==> src/design/ptc_pkg.sv <==
// ----------------------------------------------------------------------------
// ptc_pkg
// Shared types and constants for the perceptron train/classify block.
// ----------------------------------------------------------------------------
package ptc_pkg;

    // fixed field widths
    localparam int FEATURE_W = 16;
    localparam int WEIGHT_W  = 32;
    localparam int STEP_W    = 16;
    localparam int BIAS_W    = 32;
    localparam int LABEL_W   = 2;
    localparam int RESP_W    = 2;
    localparam int FIELD_W   = 48;
    localparam int ACC_W     = 64;
    localparam int PROD_W    = WEIGHT_W + FEATURE_W;
    localparam int CFG_IDX_W = 1;

    // configuration register indexes
    localparam logic [CFG_IDX_W-1:0] CFG_STEP_SIZE  = 1'd0;
    localparam logic [CFG_IDX_W-1:0] CFG_BIAS_VALUE = 1'd1;

    // reset values
    localparam logic [STEP_W-1:0] STEP_RESET = 16'd256;

    // response codes
    localparam logic [RESP_W-1:0] RESP_NEG  = 2'b11;
    localparam logic [RESP_W-1:0] RESP_ZERO = 2'b00;
    localparam logic [RESP_W-1:0] RESP_POS  = 2'b01;

    // out-of-range label pattern, clamped to minus one
    localparam logic [LABEL_W-1:0] LABEL_BAD = 2'b10;
    localparam logic [LABEL_W-1:0] LABEL_NEG = 2'b11;

    // local field saturation limits
    localparam logic [FIELD_W-1:0] FIELD_MAX = {1'b0, {(FIELD_W-1){1'b1}}};
    localparam logic [FIELD_W-1:0] FIELD_MIN = {1'b1, {(FIELD_W-1){1'b0}}};

    // sequencer states
    typedef enum logic [2:0] {
        ST_ACCUM,
        ST_DRAIN,
        ST_FIELD,
        ST_EMIT,
        ST_UPDATE
    } state_t;

    // one cell of the ring: a weight and the buffered feature at its position
    typedef struct packed {
        logic [WEIGHT_W-1:0]  weight;
        logic [FEATURE_W-1:0] sample;
    } cell_data_t;

    // ring shift control
    typedef struct packed {
        logic shift_fwd;
        logic shift_bwd;
    } cell_ctrl_t;

endpackage

==> src/design/ptc_cell.sv <==
// ----------------------------------------------------------------------------
// ptc_cell
// One ring cell: holds a weight and its sample, shifts either way.
// ----------------------------------------------------------------------------
module ptc_cell
    import ptc_pkg::*;
(
    input  logic       aclk,
    input  logic       aresetn,
    input  cell_ctrl_t ctrl,
    input  cell_data_t fwd_in,
    input  cell_data_t bwd_in,
    output cell_data_t data_out
);

    logic [WEIGHT_W-1:0]  weight_reg;
    logic [FEATURE_W-1:0] sample_reg;
    cell_data_t           load_data;

    // pick the neighbor to take from
    always_comb begin
        if (ctrl.shift_fwd) begin
            load_data = fwd_in;
        end else begin
            load_data = bwd_in;
        end
    end

    // weight, cleared at reset
    always_ff @(posedge aclk) begin
        if (!aresetn) begin
            weight_reg <= '0;
        end else if (ctrl.shift_fwd || ctrl.shift_bwd) begin
            weight_reg <= load_data.weight;
        end
    end

    // buffered sample, no reset
    always_ff @(posedge aclk) begin
        if (ctrl.shift_fwd || ctrl.shift_bwd) begin
            sample_reg <= load_data.sample;
        end
    end

    assign data_out.weight = weight_reg;
    assign data_out.sample = sample_reg;

endmodule

==> src/design/ptc_update.sv <==
// ----------------------------------------------------------------------------
// ptc_update
// Learning-rule unit on the ring wrap: w + eta*err*x, saturated to 32 bits.
// ----------------------------------------------------------------------------
module ptc_update
    import ptc_pkg::*;
(
    input  logic [STEP_W-1:0] step_size,
    input  logic [2:0]        err,
    input  cell_data_t        cell_in,
    output cell_data_t        cell_out
);

    logic signed [32:0] prod;
    logic signed [34:0] prod_ext;
    logic signed [34:0] delta;
    logic signed [35:0] sum;

    // eta times feature, exact Q16.16
    assign prod     = $signed({1'b0, step_size}) * $signed(cell_in.sample);
    assign prod_ext = {{2{prod[32]}}, prod};

    // scale by the error, which lies in -2..2
    always_comb begin
        case (err)
            3'b010:  delta = prod_ext <<< 1;
            3'b001:  delta = prod_ext;
            3'b111:  delta = -prod_ext;
            3'b110:  delta = -(prod_ext <<< 1);
            default: delta = '0;
        endcase
    end

    assign sum = $signed({{4{cell_in.weight[WEIGHT_W-1]}}, cell_in.weight})
               + $signed({delta[34], delta});

    // saturate to signed 32 bits
    always_comb begin
        cell_out.sample = cell_in.sample;
        if (sum[35:31] == 5'b00000 || sum[35:31] == 5'b11111) begin
            cell_out.weight = sum[31:0];
        end else if (sum[35]) begin
            cell_out.weight = {1'b1, {(WEIGHT_W-1){1'b0}}};
        end else begin
            cell_out.weight = {1'b0, {(WEIGHT_W-1){1'b1}}};
        end
    end

endmodule

==> src/design/perceptron_train_classify.sv <==
// ----------------------------------------------------------------------------
// perceptron_train_classify
// Single perceptron with the classic learning rule, weights in a cell ring.
// ----------------------------------------------------------------------------
// Usage:
//   s_* carries one signed Q8.8 feature per request; s_last_feature marks the
//   end of a sample, where s_operation (1 = train) and s_label are taken.
//   m_* returns one result per sample: the sign of the local field and the
//   field itself in Q24.24, saturated to 48 bits.
//   cfg_* writes step_size (index 0) and bias_value (index 1); always ready.
// Sequence:
//   non-final features are taken while accumulating. the final feature is
//   followed by product drain, bias add and sign/clip, then the weight ring
//   rotates back past the update unit one cell per cycle, once for each
//   buffered feature. no new feature is taken until the ring is back.
// Reset: weights clear to zero, step_size to 1.0, bias to zero, no result.
// Stall: a pending result waits in the output register; the block keeps
//   taking features of the next sample, and holds before emitting the next
//   result until the previous one is taken.
// ----------------------------------------------------------------------------
module perceptron_train_classify
    import ptc_pkg::*;
#(
    parameter int FEATURES = 8
) (
    input  logic                 aclk,
    input  logic                 aresetn,
    // feature requests
    input  logic                 s_valid,
    output logic                 s_ready,
    input  logic                 s_operation,
    input  logic [FEATURE_W-1:0] s_feature,
    input  logic [LABEL_W-1:0]   s_label,
    input  logic                 s_last_feature,
    // result requests
    output logic                 m_valid,
    input  logic                 m_ready,
    output logic [RESP_W-1:0]    m_response,
    output logic [FIELD_W-1:0]   m_local_field,
    // configuration writes
    input  logic                 cfg_valid,
    output logic                 cfg_ready,
    input  logic [CFG_IDX_W-1:0] cfg_index,
    input  logic [BIAS_W-1:0]    cfg_data
);

    localparam int CNT_W = $clog2(FEATURES + 1);

    state_t               state_reg, state_next;
    logic [CNT_W-1:0]     count_reg, count_next;
    logic [STEP_W-1:0]    step_size_reg;
    logic [BIAS_W-1:0]    bias_reg;
    logic                 train_reg;
    logic [LABEL_W-1:0]   label_reg;
    logic [RESP_W-1:0]    resp_reg;
    logic [PROD_W-1:0]    prod_reg;
    logic                 prod_valid_reg;
    logic [ACC_W-1:0]     acc_reg, acc_next;
    logic [ACC_W-1:0]     field_reg;
    logic                 m_valid_reg;
    logic [RESP_W-1:0]    m_response_reg;
    logic [FIELD_W-1:0]   m_local_field_reg;

    logic                 accept;
    logic                 has_room;
    logic                 emit_load;
    logic                 out_free;
    cell_ctrl_t           ring_ctrl;
    cell_data_t           cell_q [FEATURES];
    cell_data_t           wrap_fwd;
    cell_data_t           wrap_bwd;
    logic [2:0]           err;
    logic [RESP_W-1:0]    resp_calc;
    logic [FIELD_W-1:0]   field_clip;

    assign accept    = s_valid && s_ready;
    assign has_room  = (count_reg < CNT_W'(FEATURES));
    assign out_free  = !m_valid_reg || m_ready;
    assign cfg_ready = 1'b1;

    // configuration registers
    always_ff @(posedge aclk) begin
        if (!aresetn) begin
            step_size_reg <= STEP_RESET;
            bias_reg      <= '0;
        end else if (cfg_valid && cfg_ready) begin
            unique case (cfg_index)
                CFG_STEP_SIZE:  step_size_reg <= cfg_data[STEP_W-1:0];
                CFG_BIAS_VALUE: bias_reg      <= cfg_data;
            endcase
        end
    end

    // next state
    always_comb begin
        state_next = state_reg;
        unique case (state_reg)
            ST_ACCUM: begin
                if (accept && s_last_feature) begin
                    state_next = ST_DRAIN;
                end
            end
            ST_DRAIN: state_next = ST_FIELD;
            ST_FIELD: state_next = ST_EMIT;
            ST_EMIT: begin
                if (out_free) begin
                    state_next = (count_reg == '0) ? ST_ACCUM : ST_UPDATE;
                end
            end
            ST_UPDATE: begin
                if (count_reg == CNT_W'(1)) begin
                    state_next = ST_ACCUM;
                end
            end
            default: state_next = ST_ACCUM;
        endcase
    end

    // state outputs
    always_comb begin
        s_ready             = 1'b0;
        emit_load           = 1'b0;
        ring_ctrl.shift_fwd = 1'b0;
        ring_ctrl.shift_bwd = 1'b0;
        unique case (state_reg)
            ST_ACCUM: begin
                s_ready             = 1'b1;
                ring_ctrl.shift_fwd = s_valid && has_room;
            end
            ST_DRAIN, ST_FIELD: begin
            end
            ST_EMIT:   emit_load           = out_free;
            ST_UPDATE: ring_ctrl.shift_bwd = 1'b1;
            default: begin
            end
        endcase
    end

    // state and feature count
    always_comb begin
        count_next = count_reg;
        if (ring_ctrl.shift_fwd) begin
            count_next = count_reg + CNT_W'(1);
        end else if (ring_ctrl.shift_bwd) begin
            count_next = count_reg - CNT_W'(1);
        end
    end

    always_ff @(posedge aclk) begin
        if (!aresetn) begin
            state_reg <= ST_ACCUM;
            count_reg <= '0;
        end else begin
            state_reg <= state_next;
            count_reg <= count_next;
        end
    end

    // sample-end controls taken with the final feature
    always_ff @(posedge aclk) begin
        if (!aresetn) begin
            train_reg <= 1'b0;
        end else if (accept && s_last_feature) begin
            train_reg <= s_operation;
        end
    end

    always_ff @(posedge aclk) begin
        if (accept && s_last_feature) begin
            label_reg <= (s_label == LABEL_BAD) ? LABEL_NEG : s_label;
        end
    end

    // multiply head weight by the incoming feature
    always_ff @(posedge aclk) begin
        if (!aresetn) begin
            prod_valid_reg <= 1'b0;
        end else begin
            prod_valid_reg <= ring_ctrl.shift_fwd;
        end
    end

    always_ff @(posedge aclk) begin
        if (ring_ctrl.shift_fwd) begin
            prod_reg <= PROD_W'($signed(cell_q[0].weight) * $signed(s_feature));
        end
    end

    // dot product accumulator
    always_comb begin
        acc_next = acc_reg;
        if (state_reg == ST_FIELD) begin
            acc_next = '0;
        end else if (prod_valid_reg) begin
            acc_next = acc_reg + {{(ACC_W-PROD_W){prod_reg[PROD_W-1]}}, prod_reg};
        end
    end

    always_ff @(posedge aclk) begin
        if (!aresetn) begin
            acc_reg <= '0;
        end else begin
            acc_reg <= acc_next;
        end
    end

    // bias in Q24.24 added to the sum
    always_ff @(posedge aclk) begin
        if (state_reg == ST_FIELD) begin
            field_reg <= acc_reg
                + {{(ACC_W-BIAS_W-8){bias_reg[BIAS_W-1]}}, bias_reg, 8'd0};
        end
    end

    // sign and saturation of the field
    always_comb begin
        if (field_reg == '0) begin
            resp_calc = RESP_ZERO;
        end else if (field_reg[ACC_W-1]) begin
            resp_calc = RESP_NEG;
        end else begin
            resp_calc = RESP_POS;
        end
        if (field_reg[ACC_W-1:FIELD_W-1] == '0
            || field_reg[ACC_W-1:FIELD_W-1] == '1) begin
            field_clip = field_reg[FIELD_W-1:0];
        end else if (field_reg[ACC_W-1]) begin
            field_clip = FIELD_MIN;
        end else begin
            field_clip = FIELD_MAX;
        end
    end

    // output register
    always_ff @(posedge aclk) begin
        if (!aresetn) begin
            m_valid_reg <= 1'b0;
        end else if (emit_load) begin
            m_valid_reg <= 1'b1;
        end else if (m_ready) begin
            m_valid_reg <= 1'b0;
        end
    end

    always_ff @(posedge aclk) begin
        if (emit_load) begin
            m_response_reg    <= resp_calc;
            m_local_field_reg <= field_clip;
            resp_reg          <= resp_calc;
        end
    end

    assign m_valid       = m_valid_reg;
    assign m_response    = m_response_reg;
    assign m_local_field = m_local_field_reg;

    // learning error, zero when only classifying
    always_comb begin
        if (train_reg) begin
            err = {label_reg[LABEL_W-1], label_reg} - {resp_reg[RESP_W-1], resp_reg};
        end else begin
            err = '0;
        end
    end

    // wrap paths of the ring
    assign wrap_fwd.weight = cell_q[0].weight;
    assign wrap_fwd.sample = s_feature;

    ptc_update u_update (
        .step_size (step_size_reg),
        .err       (err),
        .cell_in   (cell_q[FEATURES-1]),
        .cell_out  (wrap_bwd)
    );

    // ring of weight cells, head at cell zero
    for (genvar i = 0; i < FEATURES; i++) begin : g_cell
        cell_data_t fwd_src;
        cell_data_t bwd_src;
        if (i == FEATURES - 1) begin : g_tail
            assign fwd_src = wrap_fwd;
        end else begin : g_mid_f
            assign fwd_src = cell_q[i+1];
        end
        if (i == 0) begin : g_head
            assign bwd_src = wrap_bwd;
        end else begin : g_mid_b
            assign bwd_src = cell_q[i-1];
        end
        ptc_cell u_cell (
            .aclk     (aclk),
            .aresetn  (aresetn),
            .ctrl     (ring_ctrl),
            .fwd_in   (fwd_src),
            .bwd_in   (bwd_src),
            .data_out (cell_q[i])
        );
    end

endmodule

==> config.mk <==
export PLATFORM = sky130hd
export DESIGN_NAME = perceptron_train_classify
export DESIGN_NICKNAME = d
export VERILOG_FILES = /design/src/design/ptc_pkg.sv /design/src/design/ptc_cell.sv /design/src/design/ptc_update.sv /design/src/design/perceptron_train_classify.sv
export SDC_FILE = /design/constraint.sdc
export NUM_CORES = 2
export LEC_CHECK = 0
export ABC_AREA = 1
export BUFFER_PORTS_ARGS = -buffer_cell sky130_fd_sc_hd__buf_2
export CELL_PAD_IN_SITES_DETAIL_PLACEMENT = 1
export CELL_PAD_IN_SITES_GLOBAL_PLACEMENT = 1
export CORE_MARGIN = 2
export CORE_UTILIZATION = 30
export CTS_BUF_LIST = sky130_fd_sc_hd__clkbuf_4
export DETAILED_ROUTE_END_ITERATION = 12
export GPL_TIMING_DRIVEN = 0
export PLACE_DENSITY = 0.58
export SETUP_SLACK_MARGIN = 0.15
export SLEW_MARGIN = 20
export SYNTH_ARGS = -nofsm -noshare
export SYNTH_HDL_FRONTEND = slang
export SYNTH_SLANG_ARGS = --single-unit
==> constraint.sdc <==
create_clock -name aclk -period 21.2 [get_ports aclk]
set_clock_uncertainty 0.15 [all_clocks]
set_input_delay 6.36 -clock aclk [delete_from_list [all_inputs] [get_ports aclk]]
set_output_delay 6.36 -clock aclk [all_outputs]
set_load 0.01 [all_outputs]
* Word level (Yosys, flattened, before mapping)
Index checks and enable logic that the tools add are counted.
** Word-level totals
- Flip-flop bits (word level) :: 670
** Operators by class
- Add/subtract/negate cells :: 8
- Order comparisons :: 1
- Bitwise logic cells :: 2
- Multipliers :: 2
- Multiplexer cells :: 28
- Reduce and logical (&&, ||, !) cells :: 19
- Eq/ne operators :: 15
** Operators by type and width (count)
- 48-bit two-way mux :: 10
- 35-bit one-hot mux with 4 select lines :: 1
- 64-bit adder :: 2
- 64-bit zero test :: 1
- 32-bit two-way mux :: 2
- 32-bit by 16-bit multiplier with 48-bit output :: 1
- 32-bit by 35-bit adder with 36-bit output :: 1
- 33-bit negator with 35-bit output :: 1
- 34-bit negator with 35-bit output :: 1
- 17-bit by 16-bit multiplier with 33-bit output :: 1
- 17-bit == test, second input constant :: 1
- 17-bit zero test :: 1
- 3-bit two-way mux :: 5
- 3-bit one-hot mux with 5 select lines :: 1
- 3-bit by 2-bit == test with 1-bit output, second input constant :: 3
- 3-bit == test, second input constant :: 3
- 4-bit two-way mux :: 2
- 3-bit by 1-bit == test with 1-bit output, second input constant :: 2
- 1-bit two-way mux :: 6
- 2-bit inequality test, second input constant :: 3
- 5-bit == test, second input constant :: 1
- 5-bit zero test :: 1
- 4-bit by 1-bit adder with 4-bit output, second input constant :: 1
- 4-bit by 1-bit == test with 1-bit output, second input constant :: 1
- 15 further kinds :: 23

* Longest topological paths before layout
- Word-level depth :: 9
- Mapped depth :: 53
- Depth with buffers taken out :: 50

* Cells and area by module
Synthesis repeated with hierarchy kept, for this count alone.
** Unflattened totals
- Cell total of the unflattened synthesis :: 9918
- Area, all modules :: 70099.7 um^2
** Modules (own cells, without submodules)
- perceptron_train_classify :: sequential area each 7367.1 um^2, cells each 5230, area an instance 38334.3 um^2, times used 1
- ptc_cell :: sequential area each 1121.1 um^2, cells each 311, area an instance 2208.4 um^2, times used 8
- ptc_update :: sequential area each 0.0 um^2, cells each 2200, area an instance 14098.5 um^2, times used 1

* Worst setup path after synthesis
Ideal clock, no wire load.
- Kind :: in2reg
- From :: input port s_feature[1]
- To :: register prod_reg[28] (data pin)
- Setup slack :: 9.006 ns
- Arrival :: 11.779 ns
- Data required time :: 20.785 ns
- Setup time :: 0.265 ns
- Stages :: 24
- Buffers on the path :: 2
- Cells stage by stage :: clkbuf_1 -> clkbuf_1 -> nand2_1 -> fa_1 -> inv_1 -> fa_1 -> inv_1 -> fa_1 -> fa_1 -> inv_1 -> fa_1 -> inv_1 -> fa_1 -> inv_1 -> ha_1 -> nand2_1 -> nor2_1 -> inv_1 -> o21ai_0 -> a21oi_1 -> o21ai_0 -> a21boi_0 -> o21ai_0 -> xor2_1
** Between the ends
- Cells in the longest elaborated chain, start to end :: 1
** RTL lines
- from (decl) :: line perceptron_train_classify.sv:32 : input logic [FEATURE_W-1:0] s_feature,
- 32-bit by 16-bit multiplier with 48-bit output :: line perceptron_train_classify.sv:185 : prod_reg <= PROD_W'($signed(cell_q[0].weight) * $signed(s_feature));
- to (signal assigned) :: line perceptron_train_classify.sv:185
- to (decl) :: line perceptron_train_classify.sv:56 : logic [PROD_W-1:0] prod_reg;
No other way between the ends.
A chain may end at the register's enable or synchronous reset.

* Final worst setup path
- From :: input port s_feature[4]
- To :: register prod_reg[44] (data pin)
The elaborated chain is that of the path after synthesis.

==> out/metrics.csv <==
stage,metric,value,unit
run_status,status,completed,
setup_path,"CP delay by family, top",adder cells,
global_route,wire length of the first global-routing pass,379,mm
routing,drt initial violations,3271,
global_route,largest net degree at the start of global routing,58,
setup_path,"setup slack, reg-to-reg",10420,ps
die,Core Rows,171,
routing,DR pass1 iterations,7,
setup_path,CP max FO,10,
synth,Syn Nets,9906,
setup_path,Setup Crit Path Kind,in -> reg,
die,IO Count,111,
setup_path,crit path DAT,13640,ps
clock_tree,H-tree Lvls,4,
sta,final worst-path cycle share,0.606,
hold_path,Hold Crit Start,g_cell[6].u_cell.weight_reg[28],
placement,pre-CTS WS,7180,ps
placement,I/O Buffers,93,
synth,"EDFF count, synth",292,
clock_tree,Post-CTS Setup Inserts,0,
final_layout,share of layout cells above drive strength 1,0.0608,
setup_path,RR Startpoint,g_cell[7].u_cell.sample_reg[12],
setup_path,Crit. End Element,flip-flop,
sta,max_slew headroom,0.195,
clock_tree,clock sinks,670,
sta,final hold viol count,0,
final_layout,area of the multi-input gates,41400,um^2
setup_path,"Slowest-stage cell, CP",clkbuf_1,
synth,Post-Syn Area,65500,um^2
clock_tree,"Reg clk slew, reported paths",60,ps
sta,"Slew Viols, Final",0,
synth,Avg Synthesized Cell Area,7.47,um^2
hold_path,Hold/Removal Path Class,reg -> reg,
synth,"FFs w/ async S/R, synth",0,
final_layout,"most common cell after layout, fill and taps aside",nand2_1,
setup_path,Worst R2R Path Depth,44,
hold_path,Hold Path End,g_cell[5].u_cell.weight_reg[28],
clock_tree,CTS root buf,clkbuf_4,
sta,worst-margin pin slew,1210,ps
final_layout,most frequent cells in the layout,"nand2_1, inv_1, fa_1",
hold_path,WHS Path Cells,2,
global_route,initial antenna violation count,11,
setup_path,worst reg2reg path endpoint,g_cell[0].u_cell.weight_reg[23],
routing,Routed wire per std cell,20.5,um
synth,main flop type after synthesis,dfxtp_1,
clock_tree,cts hold-fix bufs,0,
routing,number of nets with antenna violations after routing,0,
routing,vias per cell,4.81,
placement,routability congestion estimate from global placement,0.910,
global_route,vias in the first global route,62435,
clock_tree,clk buf depth,3,
final_layout,post-route core utilization,0.333,
sta,Achievable Freq,77.9,MHz
setup_path,CP Buf/Inv Count,5,
final_layout,P&R area growth vs syn,10.4,%
final_layout,total area of sequential cells,16300,um^2
synth,Syn. warnings,0,
sta,minimum clock period,12840,ps
clock_tree,post-cts gate resize count,0,
flow_run,Max-Cap Viols,0,
synth,Synth Instances,8769,
sta,endpoints failing setup,0,
global_route,gr ovfl total,0,
die,initial core utilization,0.302,
setup_path,Crit path top cell by count,fa_1,
sta,RSZ-0062 raised after global routing,no,
final_layout,fill cell count,26810,
setup_path,slowest cell delay on critical path,870,ps
setup_path,CP required,22000,ps
synth,Yosys reg bits,670,
clock_tree,cts bufs inserted,191,
placement,Placement Cell Area,69800,um^2
global_route,Overall Global Routing Usage,0.222,
die,DIE AREA,222000,um^2
clock_tree,Worst-Skew Late Latency,1180,ps
sta,Fin Setup TNS,0,ps
die,Core ar.,217000,um^2
routing,Post-Route WL,247,mm
die,Die X,471,um
synth,library cells used by synthesis,59,
clock_tree,CTS tree,yes,
setup_path,CP Launch Type,input pin,
routing,total number of vias,58098,
final_layout,post-route cell area,72400,um^2
die,Die H,471,um
synth,"Seq/Total Area, Yosys",0.249,
final_layout,max FFs per register,256,
routing,drt drc,0,
placement,HPWL after DPL,206,mm
final_layout,NumNets Final,10200,
setup_path,worst path cell trace,"clkbuf_1, clkbuf_1, nand2_1, fa_1, inv_1, fa_1, inv_1, fa_1, fa_1, fa_1, inv_1, fa_1, ha_1, nand2_1, nor2_1, nand2_1, nor4_1, o21ai_0, nand4_1, nand3_1, o2111ai_1, xor2_1",
sta,final worst setup slack,8360,ps
==> stage by stage <==
| stage | hold slack, ps | cells |
|---|---|---|
| floorplan | 273 | 8769 |
| global placement | 293 | 11716 |
| detailed placement | 305 | 11724 |
| CTS | 270 | 12079 |
| global route | 303 | 12090 |
| finish | 289 | 12091 |
==> cells in the mapped netlist (6+ instances only) <==
master	number	area, um^2
edfxtp_1	292	8770
or2_2	36	225
xor2_1	133	1160
o21ai_0	360	1800
nand2_1	2607	9790
nand3_1	211	1060
o211ai_1	17	128
nand3_2	6	60.1
a21oi_2	9	78.8
buf_4	6	45.0
o2111ai_1	8	70.1
nor4_1	28	175
dfxtp_1	378	7570
buf_2	8	40.0
inv_1	1640	6160
inv_2	6	22.5
xnor2_1	63	552
a21boi_0	12	90.1
o21a_1	20	150
nor3_1	54	270
a21o_1	30	225
o22ai_1	16	100
a31oi_1	262	1640
fa_1	684	13700
ha_1	395	4940
nand4_1	45	282
nor2_2	8	50.1
o21bai_1	32	240
a21oi_1	327	1640
nand2_2	11	68.8
buf_1	27	101
nor2_1	594	2230
a221oi_1	9	78.8
nand3b_1	16	120
clkbuf_1	353	1330
o21ai_1	10	50.1
==> cells by family (layout without fill, tap and decap cells) <==
group	after synthesis	after routing	synth area share
flip-flops	670	670	0.249
buffers and inverters	2046	2502	0.119
adder cells (fa/ha/maj)	1079	1079	0.284
AND/OR/NAND/NOR	3639	3639	0.222
other	1	13	0.0000572
XOR/XNOR	200	200	0.0272
AO/OA/AOI/OAI	1134	1134	0.0987
==> worst max-delay path by stage <==
| stage | start | to | slack (ps) | cells after the start |
|---|---|---|---|---|
| global route | s_feature[4] | prod_reg[44] | 8310 | 22 |
| CTS | s_feature[4] | prod_reg[44] | 8590 | 22 |
| floorplan | s_feature[1] | prod_reg[28] | 9010 | 24 |
| finish | s_feature[4] | prod_reg[44] | 8360 | 22 |
| detailed placement | s_feature[4] | prod_reg[44] | 7180 | 22 |
| global placement | s_valid | g_cell[0].u_cell.weight_reg[28] | 7060 | 10 |
==> routing by layer <==
metal	track usage	part of all wire	vias to the layer above
met5	0	0	-
met4	0.0720	0.033	0
met3	0.0211	0.033	297
met2	0.368	0.46	1112
met1	0.304	0.47	28806
li1	-	-	27883
==> worst reg2reg max path: cells and delay by family (launching register included) <==
family | cells | cell delay (ps)
adder cells (fa/ha/maj) | 8 | 4180
AND/OR/NAND/NOR | 24 | 3510
AO/OA/AOI/OAI | 3 | 510
buffers and inverters | 9 | 1960
flip-flops | 1 | 320
==> layout make-up <==
cell class                 instances  area share
tap                             2854      0.0493
clock buffer                     301      0.0312
inverter                        1647      0.0854
multi-input combinational       6053       0.573
timing repair buffer             101     0.00878
sequential                       670       0.226
buffer                           399      0.0223
antenna                           12    0.000415
clock inverter                    54     0.00406
Power is not shown: default switching activity piles up to over one toggle a cycle in this logic, so the estimate is an artifact.
